==> src/design/rbsi_pkg.sv <==
// shared types and constants for the ray versus box slab test
// no dependencies; every other file refers to it by scoped names
package rbsi_pkg;

  localparam int AXES  = 3;
  localparam int LANES = 2 * AXES;
  localparam int NUM_W = 49;  // |bound - origin| * 2^16 magnitude
  localparam int DEN_W = 32;  // |dir| magnitude
  localparam int T_W   = 50;  // signed quotient and slab distance width

  localparam logic signed [T_W-1:0] NEG_UNB = {2'b11, {(T_W-2){1'b0}}};
  localparam logic signed [T_W-1:0] POS_UNB = {2'b00, {(T_W-2){1'b1}}};
  localparam logic signed [T_W-1:0] SAT_HI  = {{(T_W-31){1'b0}}, {31{1'b1}}};
  localparam logic signed [T_W-1:0] SAT_LO  = {{(T_W-31){1'b1}}, {31{1'b0}}};

  typedef struct packed {
    logic signed [31:0] box_min_x;
    logic signed [31:0] box_min_y;
    logic signed [31:0] box_min_z;
    logic signed [31:0] box_max_x;
    logic signed [31:0] box_max_y;
    logic signed [31:0] box_max_z;
    logic signed [31:0] origin_x;
    logic signed [31:0] origin_y;
    logic signed [31:0] origin_z;
    logic signed [31:0] dir_x;
    logic signed [31:0] dir_y;
    logic signed [31:0] dir_z;
  } in_t;

  typedef struct packed {
    logic               hit;
    logic signed [31:0] t_near;
    logic signed [31:0] t_far;
  } out_t;

  // one divider lane: numerator shifts out the top while quotient bits shift in
  typedef struct packed {
    logic [NUM_W-1:0] work;
    logic [DEN_W-1:0] rem;
    logic [DEN_W-1:0] den;
    logic             neg;
  } div_lane_t;

  typedef struct packed {
    logic unb;   // zero direction, origin inside the slab
    logic miss;  // zero direction, origin outside the slab
  } axis_flag_t;

  typedef struct packed {
    div_lane_t  [LANES-1:0] lane;
    axis_flag_t [AXES-1:0]  flag;
  } div_pipe_t;

endpackage

==> src/design/rbsi_prep.sv <==
// front stage: slab differences, magnitudes and zero-direction flags
// depends on rbsi_pkg
module rbsi_prep (
  input  logic               clk,
  input  logic               rst,
  input  logic               adv,
  input  logic               in_valid,
  input  rbsi_pkg::in_t      in_data,
  output logic               valid,
  output rbsi_pkg::div_pipe_t pipe
);

  logic signed [31:0] lo  [rbsi_pkg::AXES];
  logic signed [31:0] hi  [rbsi_pkg::AXES];
  logic signed [31:0] org [rbsi_pkg::AXES];
  logic signed [31:0] dir [rbsi_pkg::AXES];
  rbsi_pkg::div_pipe_t pipe_next;

  assign lo[0]  = in_data.box_min_x;
  assign lo[1]  = in_data.box_min_y;
  assign lo[2]  = in_data.box_min_z;
  assign hi[0]  = in_data.box_max_x;
  assign hi[1]  = in_data.box_max_y;
  assign hi[2]  = in_data.box_max_z;
  assign org[0] = in_data.origin_x;
  assign org[1] = in_data.origin_y;
  assign org[2] = in_data.origin_z;
  assign dir[0] = in_data.dir_x;
  assign dir[1] = in_data.dir_y;
  assign dir[2] = in_data.dir_z;

  always_comb begin
    logic signed [32:0] d_lo, d_hi;
    logic [32:0] m_lo, m_hi;
    logic [31:0] dmag;
    logic zero, org_in;
    pipe_next = '0;
    for (int a = 0; a < rbsi_pkg::AXES; a++) begin
      d_lo = 33'(lo[a]) - 33'(org[a]);
      d_hi = 33'(hi[a]) - 33'(org[a]);
      m_lo = d_lo[32] ? 33'(-d_lo) : 33'(d_lo);
      m_hi = d_hi[32] ? 33'(-d_hi) : 33'(d_hi);
      dmag = dir[a][31] ? 32'(-dir[a]) : 32'(dir[a]);
      zero = (dir[a] == 32'sd0);
      org_in = (org[a] >= lo[a] && org[a] <= hi[a]) ||
               (org[a] >= hi[a] && org[a] <= lo[a]);
      pipe_next.lane[2*a].work   = {m_lo, 16'b0};
      pipe_next.lane[2*a].rem    = '0;
      pipe_next.lane[2*a].den    = dmag;
      pipe_next.lane[2*a].neg    = d_lo[32] ^ dir[a][31];
      pipe_next.lane[2*a+1].work = {m_hi, 16'b0};
      pipe_next.lane[2*a+1].rem  = '0;
      pipe_next.lane[2*a+1].den  = dmag;
      pipe_next.lane[2*a+1].neg  = d_hi[32] ^ dir[a][31];
      pipe_next.flag[a].unb  = zero & org_in;
      pipe_next.flag[a].miss = zero & ~org_in;
    end
  end

  always_ff @(posedge clk) begin
    if (rst) begin
      valid <= 1'b0;
    end else if (adv) begin
      valid <= in_valid;
    end
  end

  always_ff @(posedge clk) begin
    if (adv) begin
      pipe <= pipe_next;
    end
  end

endmodule

==> config.mk <==
export PLATFORM = sky130hd
export DESIGN_NAME = rbsi_prep
export DESIGN_NICKNAME = d
export VERILOG_FILES = /design/src/design/rbsi_pkg.sv /design/src/design/rbsi_prep.sv
export SDC_FILE = /design/constraint.sdc
export NUM_CORES = 1
export LEC_CHECK = 0
export BUFFER_PORTS_ARGS = -buffer_cell sky130_fd_sc_hd__buf_2
export CORE_AREA = 5 5 418 420
export DETAILED_ROUTE_END_ITERATION = 6
export DIE_AREA = 0 0 423 425
export PLACE_DENSITY = 0.41
export SYNTH_ARGS = -nofsm -noshare
export SYNTH_HDL_FRONTEND = slang
export SYNTH_SLANG_ARGS = --single-unit
==> constraint.sdc <==
create_clock -name clk -period 5.2 [get_ports clk]
set_clock_uncertainty 0.15 [all_clocks]
set_input_delay 0.26 -clock clk [delete_from_list [all_inputs] [get_ports clk]]
set_output_delay 0.26 -clock clk [all_outputs]
set_load 0.05 [all_outputs]
Word level (Yosys, flattened, before mapping)
Cells that the tools add are included.

storage, ports and cells
  register bits = 307
  latch bits = 0
  RAM bits = 0
  memory bits (read-only) = 0
  bits of input ports = 388
  output and inout bits = 691
  logic and storage cells = 94
  memories kept = 0

operators by class
  $add $sub $neg = 15
  multipliers = 0
  divide/modulo/power cells = 0
  order comparisons = 12
  eq/ne operators = 0
  shift-type cells = 0
  muxes and demuxes = 9
  bitwise logic cells = 15
  reduce and logical (&&, ||, !) cells = 12

operator list
  kind                                            count
  33-bit negation                                 6
  32-bit by 32-bit subtractor with 33-bit output  6
  32-bit greater-or-equal comparator              6
  32-bit <= comparator                            6
  32-bit 2-to-1 mux                               6
  32-bit logical NOT                              3
  32-bit negation                                 3
  31-bit 2-to-1 mux                               3
  1-bit bitwise AND                               6
  1-bit logical AND                               6
  1-bit bitwise XOR                               6
  1-bit logical OR                                3
  1-bit inverter                                  3

Logic depth before layout (Yosys ltp)
  word-level depth = 5
  depth in mapped cells = 15

Worst setup path before layout
Ideal clock, no wire load.

  path type = input to register
  start = in in_data[224] (netlist name)
  end = reg pipe[457] (netlist name), data pin
  arrival time = 3.325 ns
  path slack = 1.443 ns
  cell stages on the path = 13
  cell sequence = inv_1 -> ha_1 -> fa_1 -> nand2b_1 -> a21oi_1 -> o21ai_1 -> a21oi_1 -> xor2_1 -> or3_1 -> or4b_1 -> nor3_2 -> a41oi_1 -> xor2_1

RTL lines
  what                  RTL line         RTL
  start, declared       rbsi_prep.sv:8   input rbsi_pkg::in_t in_data,
  end signal, assigned  rbsi_prep.sv:70  pipe <= pipe_next;
  end, declared         rbsi_prep.sv:10  output rbsi_pkg::div_pipe_t pipe

==> out/results.txt <==
Avg Cell Area, Syn -> 8.62 µm²
violated checks -> hold timing
number of port buffers -> 790
average routed wire per standard cell -> 24.2 µm
detailed router's first-iteration violation count -> 2484
Fillers -> 18800
Max Buffers Root-to-Sink -> 3
Slew Limit Headroom -> 0.271
synthesized flop and latch total -> 307
Placement Rows -> 152
fmax -> 217 MHz
count of warnings emitted by yosys -> 0
share of final-layout standard cells stronger than drive strength 1 -> 0.213
antenna violations before repair -> 44
final WL -> 162000 µm
most frequent standard cell in the layout excluding fill and tap cells -> buf_2
Starting Density -> 0.184
Placed Instances -> 6470
chain of cells forming the critical path -> dlygate4sd3_1 > buf_2 > inv_1 > ha_1 > fa_1 > nand2b_1 > a21oi_1 > o21ai_1 > o211ai_1 > a32oi_1 > a2111oi_2 > nand4b_1 > nor4_1 > a21oi_1 > xor2_1
crit-path max cell delay -> 810 ps
total half-perimeter wirelength after legalization and detailed placement -> 138000 µm
area of the die -> 180000 µm²
worst ir drop on vdd -> 0.207 mV
count of distinct cell types in the synthesized netlist -> 104
postcts setup bufs -> 0
DIE HEIGHT -> 425 µm
Post-synth top flop -> edfxtp_1
clock root buffer -> clkbuf_16
# DRC -> 0
number of enable flip-flop cells after synthesis -> 306
GR Overflow Total -> 0
clock latency on the worst-skew pair -> 640 ps
cell leakage power -> 16.4 nW
CP max FO -> 5
sequential share of the synthesized area -> 0.293
Vias/cell -> 4.57
nature of the critical path startpoint -> primary input
most frequent cells in the layout -> 789 x buf_2, 306 x edfxtp_1, 290 x a21oi_1, 288 x conb_1, 270 x xnor2_1
P&R area growth vs syn -> 24.2%
num ports -> 1079
cell area after synthesis -> 31400 µm²
total number of clock tree sinks -> 307
clock transition at the registers of the reported paths -> 60 ps
Min Hold Slack -> -1.50 ps
path type of the worst setup path -> in -> reg
WP data required -> 5410 ps
CP bufs+invs -> 3
crit-path leading delay family -> compound AO/OA/AOI/OAI gates
accumulated negative setup slack -> 0 ps
area inside the core boundary -> 171000 µm²
number of vias after detailed routing -> 30600
filler-free cell count of the finished design -> 6708
final hold violations -> 1
HP Class -> in -> reg
overall track demand over capacity in global routing -> 0.169
status -> complete, but fails checks
Final #Nets -> 5027
vias in the first global route -> 29200
overall power consumption -> 13.4 mW
DIE WIDTH -> 423 µm
Tcrit/Tclk final -> 0.887
largest net degree at the start of global routing -> 83
transition at the pin with the smallest max-transition slack -> 1090 ps
Period minus WS final -> 4610 ps
cell mode on critical path -> a21oi_1
CTS tree -> done
first-pass GRT wire length -> 220000 µm
power density over cell area -> 344 nW/µm²
capturing element type of the critical path -> flip-flop
Num CTS Buffers -> 45
count of H-tree levels built during CTS -> 2
cell with the biggest individual delay on the critical path -> nor4_1
max-slew violation total from the final report -> 0
count of max-cap constraint violations -> 0
final setup violating endpoints -> 0
synthesized instance count -> 3646
number of search-and-repair iterations in the first detailed-routing pass -> 5
Routability Congestion -> 0.936
arrival time at the worst endpoint -> 4830 ps
FFs w/ async S/R, synth -> 0
setup repair after global routing missed its margin -> no
post-detailed-route count of antenna-violating nets -> 0
## final cells by class
type,count,area [µm²],share of cell area
multi-input cells,2933,19300,0.493
flip-flops and latches,307,9210,0.236
repair buffers,959,5630,0.144
well taps,2233,2790,0.0715
clock buffers,59,1220,0.0313
inverters,180,676,0.0173
clock inverters,24,233,0.00596
diodes,13,32.5,0.000833
## worst paths after layout
path	slack, ps	startpoint	endpoint	cells after the start
max	590	in_data[288]	pipe[568]$_DFFE_PP_	15
min	-1	in_data[58]	pipe[375]$_DFFE_PP_	2
max reg2reg	3890	valid$_SDFFE_PP0P_	valid$_SDFFE_PP0P_	3
min reg2reg	910	valid$_SDFFE_PP0P_	valid$_SDFFE_PP0P_	3
## flip-flops by register name (all words and copies together) (netlist names)
register / cells
valid: 1
pipe: 306
## metrics by stage
step                setup slack, ps  cell area [µm²]  utilization
detailed placement              410            36200        0.212
CTS                             752            39000        0.229
finish                          588            39100        0.229
floorplan                      1440            32500            -
global route                    414            39100        0.229
global placement                404            36200        0.212
## kinds of logic after synthesis
family | count (synthesis) | synth area share
other cells | 1 | 0.000119
fa+ha+maj | 213 | 0.0862
xor+xnor | 405 | 0.113
buf+inv | 693 | 0.129
compound gates | 1002 | 0.208
flops | 307 | 0.293
simple gates | 1012 | 0.166
mux | 13 | 0.00426
## layer usage
metal | wire (µm) | up-vias | track usage
li1 | - | 14300 | -
met1 | 66300 | 14900 | 0.208
met2 | 80500 | 1307 | 0.300
met3 | 9260 | 215 | 0.0257
met4 | 6020 | 6 | 0.0598
met5 | 37 | - | 0
## timing repair
| item | in CTS | in global routing |
|---|---|---|
| gates resized for setup | 0 | 0 |
| hold buffers | 142 | 0 |
| hold endpoints to repair | 114 | 0 |
## synthesized netlist by cell type (32+ instances only)
cell / number / area [µm²]
buf_4: 384 / 2880
edfxtp_1: 306 / 9190
a21oi_1: 290 / 1450
xnor2_1: 270 / 2360
nand2_1: 254 / 953
nor2_1: 209 / 785
ha_1: 207 / 2590
inv_1: 180 / 676
o21ai_0: 174 / 871
xor2_1: 135 / 1180
clkbuf_1: 115 / 432
nor3_1: 98 / 490
a21o_1: 86 / 646
nand3_1: 67 / 335
nand4_1: 62 / 388
a31oi_1: 48 / 300
or3_1: 43 / 269
o31ai_1: 42 / 315
o21ai_1: 41 / 205
a211oi_1: 33 / 248
and3_1: 33 / 206
nor2b_1: 33 / 206
o21a_1: 33 / 248
nand2b_1: 32 / 200
## where the power goes
group	switching [mW]	leakage (nW)	internal [mW]
clock	1.33	0.708	1.85
combinational	4.93	12.7	1.72
sequential	0.248	3.00	3.35
total	6.51	16.4	6.92
No activity file was read; power rests on OpenSTA's default activity.
