<file path="config.mk">
export PLATFORM = sky130hd
export DESIGN_NAME = rbsi_resolve
export DESIGN_NICKNAME = d
export VERILOG_FILES = /design/src/design/rbsi_pkg.sv /design/src/design/rbsi_resolve.sv
export SDC_FILE = /design/constraint.sdc
export NUM_CORES = 2
export LEC_CHECK = 0
export ABC_AREA = 1
export BUFFER_PORTS_ARGS = -buffer_cell sky130_fd_sc_hd__buf_4
export CORE_AREA = 4 4 291 293
export CTS_CLUSTER_DIAMETER = 200
export DETAILED_ROUTE_END_ITERATION = 10
export DIE_AREA = 0 0 295 297
export GPL_TIMING_DRIVEN = 0
export PLACE_DENSITY = 0.75
export SLEW_MARGIN = 20
export SYNTH_ARGS = -nofsm -noshare
export SYNTH_HDL_FRONTEND = slang
export SYNTH_SLANG_ARGS = --single-unit
</file>
<file path="constraint.sdc">
create_clock -name clk -period 6.9 [get_ports clk]
set_clock_uncertainty 0.05 [all_clocks]
set_input_delay 1.035 -clock clk [delete_from_list [all_inputs] [get_ports clk]]
set_output_delay 1.035 -clock clk [all_outputs]
set_load 0.05 [all_outputs]
</file>
<file path="src/design/rbsi_pkg.sv">
// shared types and constants for the ray versus box slab test
// no dependencies; every other file refers to it by scoped names
package rbsi_pkg;

  localparam int AXES  = 3;
  localparam int LANES = 2 * AXES;
  localparam int NUM_W = 49;  // |bound - origin| * 2^16 magnitude
  localparam int DEN_W = 32;  // |dir| magnitude
  localparam int T_W   = 50;  // signed quotient and slab distance width

  localparam logic signed [T_W-1:0] NEG_UNB = {2'b11, {(T_W-2){1'b0}}};
  localparam logic signed [T_W-1:0] POS_UNB = {2'b00, {(T_W-2){1'b1}}};
  localparam logic signed [T_W-1:0] SAT_HI  = {{(T_W-31){1'b0}}, {31{1'b1}}};
  localparam logic signed [T_W-1:0] SAT_LO  = {{(T_W-31){1'b1}}, {31{1'b0}}};

  typedef struct packed {
    logic signed [31:0] box_min_x;
    logic signed [31:0] box_min_y;
    logic signed [31:0] box_min_z;
    logic signed [31:0] box_max_x;
    logic signed [31:0] box_max_y;
    logic signed [31:0] box_max_z;
    logic signed [31:0] origin_x;
    logic signed [31:0] origin_y;
    logic signed [31:0] origin_z;
    logic signed [31:0] dir_x;
    logic signed [31:0] dir_y;
    logic signed [31:0] dir_z;
  } in_t;

  typedef struct packed {
    logic               hit;
    logic signed [31:0] t_near;
    logic signed [31:0] t_far;
  } out_t;

  // one divider lane: numerator shifts out the top while quotient bits shift in
  typedef struct packed {
    logic [NUM_W-1:0] work;
    logic [DEN_W-1:0] rem;
    logic [DEN_W-1:0] den;
    logic             neg;
  } div_lane_t;

  typedef struct packed {
    logic unb;   // zero direction, origin inside the slab
    logic miss;  // zero direction, origin outside the slab
  } axis_flag_t;

  typedef struct packed {
    div_lane_t  [LANES-1:0] lane;
    axis_flag_t [AXES-1:0]  flag;
  } div_pipe_t;

endpackage

</file>
<file path="src/design/rbsi_resolve.sv">
// back end: signed slab distances, interval intersection, saturation
// three register stages, the last one is the output register; depends on rbsi_pkg
module rbsi_resolve (
  input  logic                clk,
  input  logic                rst,
  input  logic                adv,
  input  logic                in_valid,
  input  rbsi_pkg::div_pipe_t in_pipe,
  output logic                valid,
  output rbsi_pkg::out_t      out_data
);

  typedef logic signed [rbsi_pkg::T_W-1:0] tval_t;

  // stage a: per-axis ordered interval
  tval_t ent [rbsi_pkg::AXES];
  tval_t lve [rbsi_pkg::AXES];
  tval_t ent_next [rbsi_pkg::AXES];
  tval_t lve_next [rbsi_pkg::AXES];
  logic  miss_a, miss_a_next, valid_a;

  // stage b: intersection
  tval_t near_b, far_b, near_b_next, far_b_next;
  logic  miss_b, valid_b;

  rbsi_pkg::out_t out_next;

  always_comb begin
    tval_t q0, q1;
    miss_a_next = 1'b0;
    for (int a = 0; a < rbsi_pkg::AXES; a++) begin
      q0 = tval_t'({1'b0, in_pipe.lane[2*a].work});
      q1 = tval_t'({1'b0, in_pipe.lane[2*a+1].work});
      if (in_pipe.lane[2*a].neg) q0 = -q0;
      if (in_pipe.lane[2*a+1].neg) q1 = -q1;
      if (in_pipe.flag[a].unb) begin
        ent_next[a] = rbsi_pkg::NEG_UNB;
        lve_next[a] = rbsi_pkg::POS_UNB;
      end else if (q0 > q1) begin
        ent_next[a] = q1;
        lve_next[a] = q0;
      end else begin
        ent_next[a] = q0;
        lve_next[a] = q1;
      end
      miss_a_next |= in_pipe.flag[a].miss;
    end
  end

  always_comb begin
    near_b_next = ent[0];
    far_b_next  = lve[0];
    for (int a = 1; a < rbsi_pkg::AXES; a++) begin
      if (ent[a] > near_b_next) near_b_next = ent[a];
      if (lve[a] < far_b_next) far_b_next = lve[a];
    end
  end

  always_comb begin
    out_next = '0;
    if (!miss_b && near_b <= far_b) begin
      out_next.hit = 1'b1;
      out_next.t_near = (near_b > rbsi_pkg::SAT_HI) ? rbsi_pkg::SAT_HI[31:0] :
                        (near_b < rbsi_pkg::SAT_LO) ? rbsi_pkg::SAT_LO[31:0] :
                        near_b[31:0];
      out_next.t_far  = (far_b > rbsi_pkg::SAT_HI) ? rbsi_pkg::SAT_HI[31:0] :
                        (far_b < rbsi_pkg::SAT_LO) ? rbsi_pkg::SAT_LO[31:0] :
                        far_b[31:0];
    end
  end

  always_ff @(posedge clk) begin
    if (rst) begin
      valid_a <= 1'b0;
      valid_b <= 1'b0;
      valid   <= 1'b0;
    end else if (adv) begin
      valid_a <= in_valid;
      valid_b <= valid_a;
      valid   <= valid_b;
    end
  end

  always_ff @(posedge clk) begin
    if (adv) begin
      ent      <= ent_next;
      lve      <= lve_next;
      miss_a   <= miss_a_next;
      near_b   <= near_b_next;
      far_b    <= far_b_next;
      miss_b   <= miss_a;
      out_data <= out_next;
    end
  end

endmodule

</file>
## Yosys cells after proc, flatten, opt, wreduce, memory -nomap -nowiden

Cells that the tools add are included.

| word-level totals | value |
|---|---|
| register bits | 470 |
| bits in latches | 0 |
| memory bits (writable) | 0 |
| memory bits (read-only) | 0 |
| bits of input ports | 694 |
| output and inout port bits | 66 |
| logic and storage cells | 64 |
| memories kept | 0 |

| operators by class | value |
|---|---|
| add/subtract/negate cells | 6 |
| $mul | 0 |
| divide/modulo/power cells | 0 |
| $lt $le $gt $ge | 12 |
| eq/ne operators | 0 |
| shifts and indexed selects | 0 |
| muxes and demuxes | 21 |
| bitwise logic cells | 3 |
| reduce and logical (&&, ||, !) cells | 4 |

Operators with widths:

| operator | number |
|---|---|
| 50-bit 2-to-1 mux | 16 |
| 49-bit negation with 50-bit output | 6 |
| 50-bit greater-than comparator | 5 |
| 32-bit 2-to-1 mux | 4 |
| 50-bit by 32-bit greater-than comparator with 1-bit output, second input constant | 2 |
| 50-bit by 32-bit < comparator with 1-bit output, second input constant | 2 |
| 50-bit < comparator | 2 |
| 65-bit 2-to-1 mux | 1 |
| 50-bit <= comparator | 1 |
| 2-bit OR reduction | 2 |
| 1-bit bitwise OR | 2 |
| 1-bit logical AND | 1 |
| 1-bit logical NOT | 1 |
| 1-bit inverter | 1 |

## Longest topological paths before layout

| logic depth | value |
|---|---|
| depth in word-level cells | 4 |
| gate-level depth with buffers | 38 |
| depth with buffers taken out | 35 |

## Worst setup path after synthesis

Ideal clock, no wire load.

| timing | value |
|---|---|
| path type | input-to-reg |
| start point | input port in_pipe[71] (netlist name) |
| end point | register lve[139] (netlist name), data pin |
| library setup time | 270 ps |
| arrival | 5186 ps |
| required time | 6580 ps |
| setup slack | 1395 ps |
| cell stages on the path | 29 |
| buffers on the path | 2 |
| path through | inv_1 ha_1 inv_1 nor3_2 nand2_1 nor2_2 nand2_2 nor2_2 nand3_1 nor2_1 nand4_1 nor2_1 nand2_1 nor2_2 nand2_1 o21ai_2 o21ai_2 a21oi_4 xnor2_1 ha_1 nand2_1 or4_1 or4_1 nand2_1 inv_1 clkbuf_1 clkbuf_1 a21oi_1 o21ai_0 |

| between the ends | value |
|---|---|
| word-level cells in the longest chain between the ends | 4 |

Ends and longest elaborated chain:

| what | RTL line | source |
|---|---|---|
| from (decl) | rbsi_resolve.sv:8 | `input rbsi_pkg::div_pipe_t in_pipe,` |
| 49-bit negation with 50-bit output | rbsi_resolve.sv:34 | `if (in_pipe.lane[2*a].neg) q0 = -q0;` |
| 50-bit 2-to-1 mux (*) | rbsi_resolve.sv:34 |  |
| 50-bit greater-than comparator | rbsi_resolve.sv:39 | `end else if (q0 > q1) begin` |
| 50-bit 2-to-1 mux (*) | rbsi_resolve.sv:39 |  |
| to (signal assigned) | rbsi_resolve.sv:87 | `lve <= lve_next;` |
| to (decl) | rbsi_resolve.sv:17 | `tval_t lve [rbsi_pkg::AXES];` |

Every way passes the cells marked *; elsewhere a longest branch is shown, timed or not.
A chain may end at the register's enable or synchronous reset.

## Worst setup path in the final report

| timing | value |
|---|---|
| start point | register ent[55] (netlist name) |
| end point | register near_b[40], data pin |

| between the ends | value |
|---|---|
| word-level cells in the longest chain between the ends | 4 |

Ends and longest elaborated chain:

| what | RTL line | source |
|---|---|---|
| from (decl) | rbsi_resolve.sv:16 | `tval_t ent [rbsi_pkg::AXES];` |
| from (signal assigned) | rbsi_resolve.sv:86 | `ent <= ent_next;` |
| 50-bit greater-than comparator | rbsi_resolve.sv:54 | `if (ent[a] > near_b_next) near_b_next = ent[a];` |
| 50-bit 2-to-1 mux (*) | rbsi_resolve.sv:54 |  |
| 50-bit greater-than comparator | rbsi_resolve.sv:54 |  |
| 50-bit 2-to-1 mux (*) | rbsi_resolve.sv:54 |  |
| via near_b_next[40] | rbsi_resolve.sv:23 | `tval_t near_b, far_b, near_b_next, far_b_next;` |
| to (signal assigned) | rbsi_resolve.sv:89 | `near_b <= near_b_next;` |
| to (decl) | rbsi_resolve.sv:23 |  |

The timed path passes the listed nets; every way through them passes the cells marked *.

==> flow_summary.ini <==
[worst_setup_path]
crit_type = flip-flop to flip-flop
cp_max_fo = 10
crit_start = ent[55]
critPathLaunchType = flip-flop
worstPathArrival_ns = 6.99
crit_path_end_kind = flip-flop
cp.required_ns = 7.18
rrSetupSlack_ns = 0.18
r2r_end = near_b[40]
r2r_cells = 25
r2r_start = ent[55]

[timing]
finalSetupTns_ns = 0
hold_viol = 0
setup-violations-final = 0
finalHoldWorstSlack_ns = 0.3671
tightest_slew_ns = 1.047
max_freq_ghz = 0.1489
slew_viol_final = 0
fin_ws_ns = 0.1830
post-route-period-util_pct = 97.35
slew-limit-headroom_pct = 29.49
fin_crit_ns = 6.717

[pwr]
ir_drop_uv = 225.1
power.leakage_nw = 19.97
p_per_area_nw_per_um2 = 326.1

[clock_network]
clk_latency_ns = 0.59
clock-root-buffer = clkbuf_16
cts.reportedPaths.clkPinSlew_ns = 0.06
htree_levels = 2
cts_buffers = 49
cts_tree = yes
cts_hold_buffers = 0
clockBufferDepth = 3
clock_sinks = 470

[synthesis]
async_reset_ff_share_pct = 0
ys_ff_latch = 470
synth_area_per_cell_sq_um = 7.991
synth-main-ff-cell = edfxtp_1
synth_area_sq_um = 38920
ys_seq_area_share_pct = 36.18
synth_nets = 5968
synth_top_area_share_pct = 36.03
synth_area_leaders = edfxtp_1, ha_1, nand2_1
synth.largest_area_cell = edfxtp_1
yosysWarningCount = 0
syn_inst = 4871
synth_edf_count = 467
ys_types = 61

[run]
drv_cap = 0

[die]
num_rows = 105
initial_core_util_pct = 47.56
dieWidth_um = 295
core_area_sq_um = 81850
die_h_um = 297
io-pin-count = 760
die-area_sq_um = 87620

[global_routing]
track_usage_pct = 32.00
overflow = 0
grt_pass1_vias = 34514
grt_max_degree = 114
antenna_found_initial = 29
grt_pass1_wl_mm = 212.2

[placed_design]
port_buffers = 371
gp_congestion = 1.022
post-place-ws_ns = -0.6393
dp_hpwl_mm = 123.9

[detailed_routing]
wl_mm = 145.4
drc_errors = 0
ant_nets = 0
first_pass_iters = 7
vias = 37413
avgRoutedWirePerCell_um = 22.69
routed_via_density = 5.837
drt_iter0_drc = 4280

[min_path]
worstHoldStart = miss_a
worstHoldPathType = flip-flop to flip-flop
min_to = miss_b
whs_path_depth = 0

[finish]
n_fill_cell = 7603
final_cell_mix = nand2_1, inv_1, a21oi_1
post-route-util_pct = 54.91
final_nets = 6398
drive_gt1_share_pct = 12.48
layout_commonest_cell = nand2_1
area_growth_pct = 15.47

[outcome]
status = complete, no violations
## kinds of logic after synthesis
kind of cell | Yosys count | share of synthesized area, %
adders and majority gates | 403 | 12.95
xor gates and xnor gates | 283 | 6.407
AOI/OAI and AO/OA | 1154 | 16.09
DFF | 470 | 36.18
buffers and inverters | 876 | 8.506
and+or+nand+nor | 1685 | 19.87
## through the flow
step           total power [mW]  cells  area, sq um
2_1_floorplan             9.221   4871        38920
3_3_place_gp              11.69   6312        43050
3_5_place_dp              11.86   6317        43190
4_1_cts                   14.49   6403        44770
5_1_grt                   15.55   6406        44930
6_report                  14.65   6410        44940
## routing by layer
layer	global-route usage, %	up-vias	wire length, um
met1	43.69	17279	59030
met5	0	-	312
met3	7.683	357	16380
met2	48.48	2025	62090
met4	13.79	48	7627
li1	-	17704	-
## worst max-delay path by stage
| stage | endpoint |
|---|---|
| after detailed placement | lve[145] |
| after floorplan | lve[139] |
| after global placement | lve[145] |
| after CTS | lve[145] |
| final | near_b[40] |
| after global routing | ent[141] |
## area by class of cell
| class | instances | area, sq um | share of cell area (%) |
|---|---|---|---|
| antenna | 4 | 10.01 | 0.02227 |
| buffer | 203 | 804.5 | 1.790 |
| clock buffer | 60 | 1310 | 2.915 |
| clock inverter | 26 | 261.5 | 0.5818 |
| inverter | 673 | 2530 | 5.629 |
| multi-input combinational | 3525 | 21670 | 48.22 |
| sequential | 470 | 14080 | 31.34 |
| tap | 1070 | 1339 | 2.979 |
| timing repair buffer | 379 | 2933 | 6.525 |
## sequential cells by signal, summed over array words and instances, names as in the netlist
signal	cells
valid_b	1
out_data	65
lve	150
valid_a	1
miss_b	1
far_b	50
near_b	50
valid	1
ent	150
miss_a	1
## power by group
part           switching (mW)  internal [mW]  leakage (nW)  total, mW
Combinational            4.96           2.26          14.6       7.22
Sequential              0.573           4.24          4.63       4.82
Clock                    1.09           1.53         0.757       2.62
Total                    6.62           8.03          20.0       14.7
## cells in the mapped netlist, drive strengths merged (9+ instances only)
cell type	number
nand3	194
o211ai	65
a31oi	16
nor4	71
o31ai	13
or2	99
a21oi	531
ha	403
xor2	179
xnor2	104
inv	668
nor3	86
o21a	16
nand4	136
nand2	741
buf	37
o21ai	456
a211oi	19
clkbuf	166
nor2	335
o221ai	9
edfxtp	467
## critical path: stages (launching register included)
cell and delay (ns):
edfxtp_1 0.51, ha_1 0.36, nand2_1 0.10, nor2_1 0.32, nand2_1 0.09, nor2_1 0.08
o21ai_0 0.08, nand3_1 0.18, nand2_1 0.13, nand3_1 0.12, nand3_2 0.27, inv_1 0.15
clkbuf_1 0.50, clkbuf_1 0.56, nand2_1 0.09, o21ai_0 0.38, inv_1 0.10, ha_1 0.44
nand2_1 0.14, inv_1 0.08, nand3_1 0.15, nor4_4 0.40, nand4_1 0.48, clkbuf_1 0.41
nand4_1 0.19, nand2_1 0.09
## repair_timing
action | in CTS | in global routing
setup endpoints to repair | 51 | 232
gates resized for setup | 2 | 55
buffers inserted | 0 | 3
pin swaps | 0 | 6
Power figures use the tool's default switching activity.
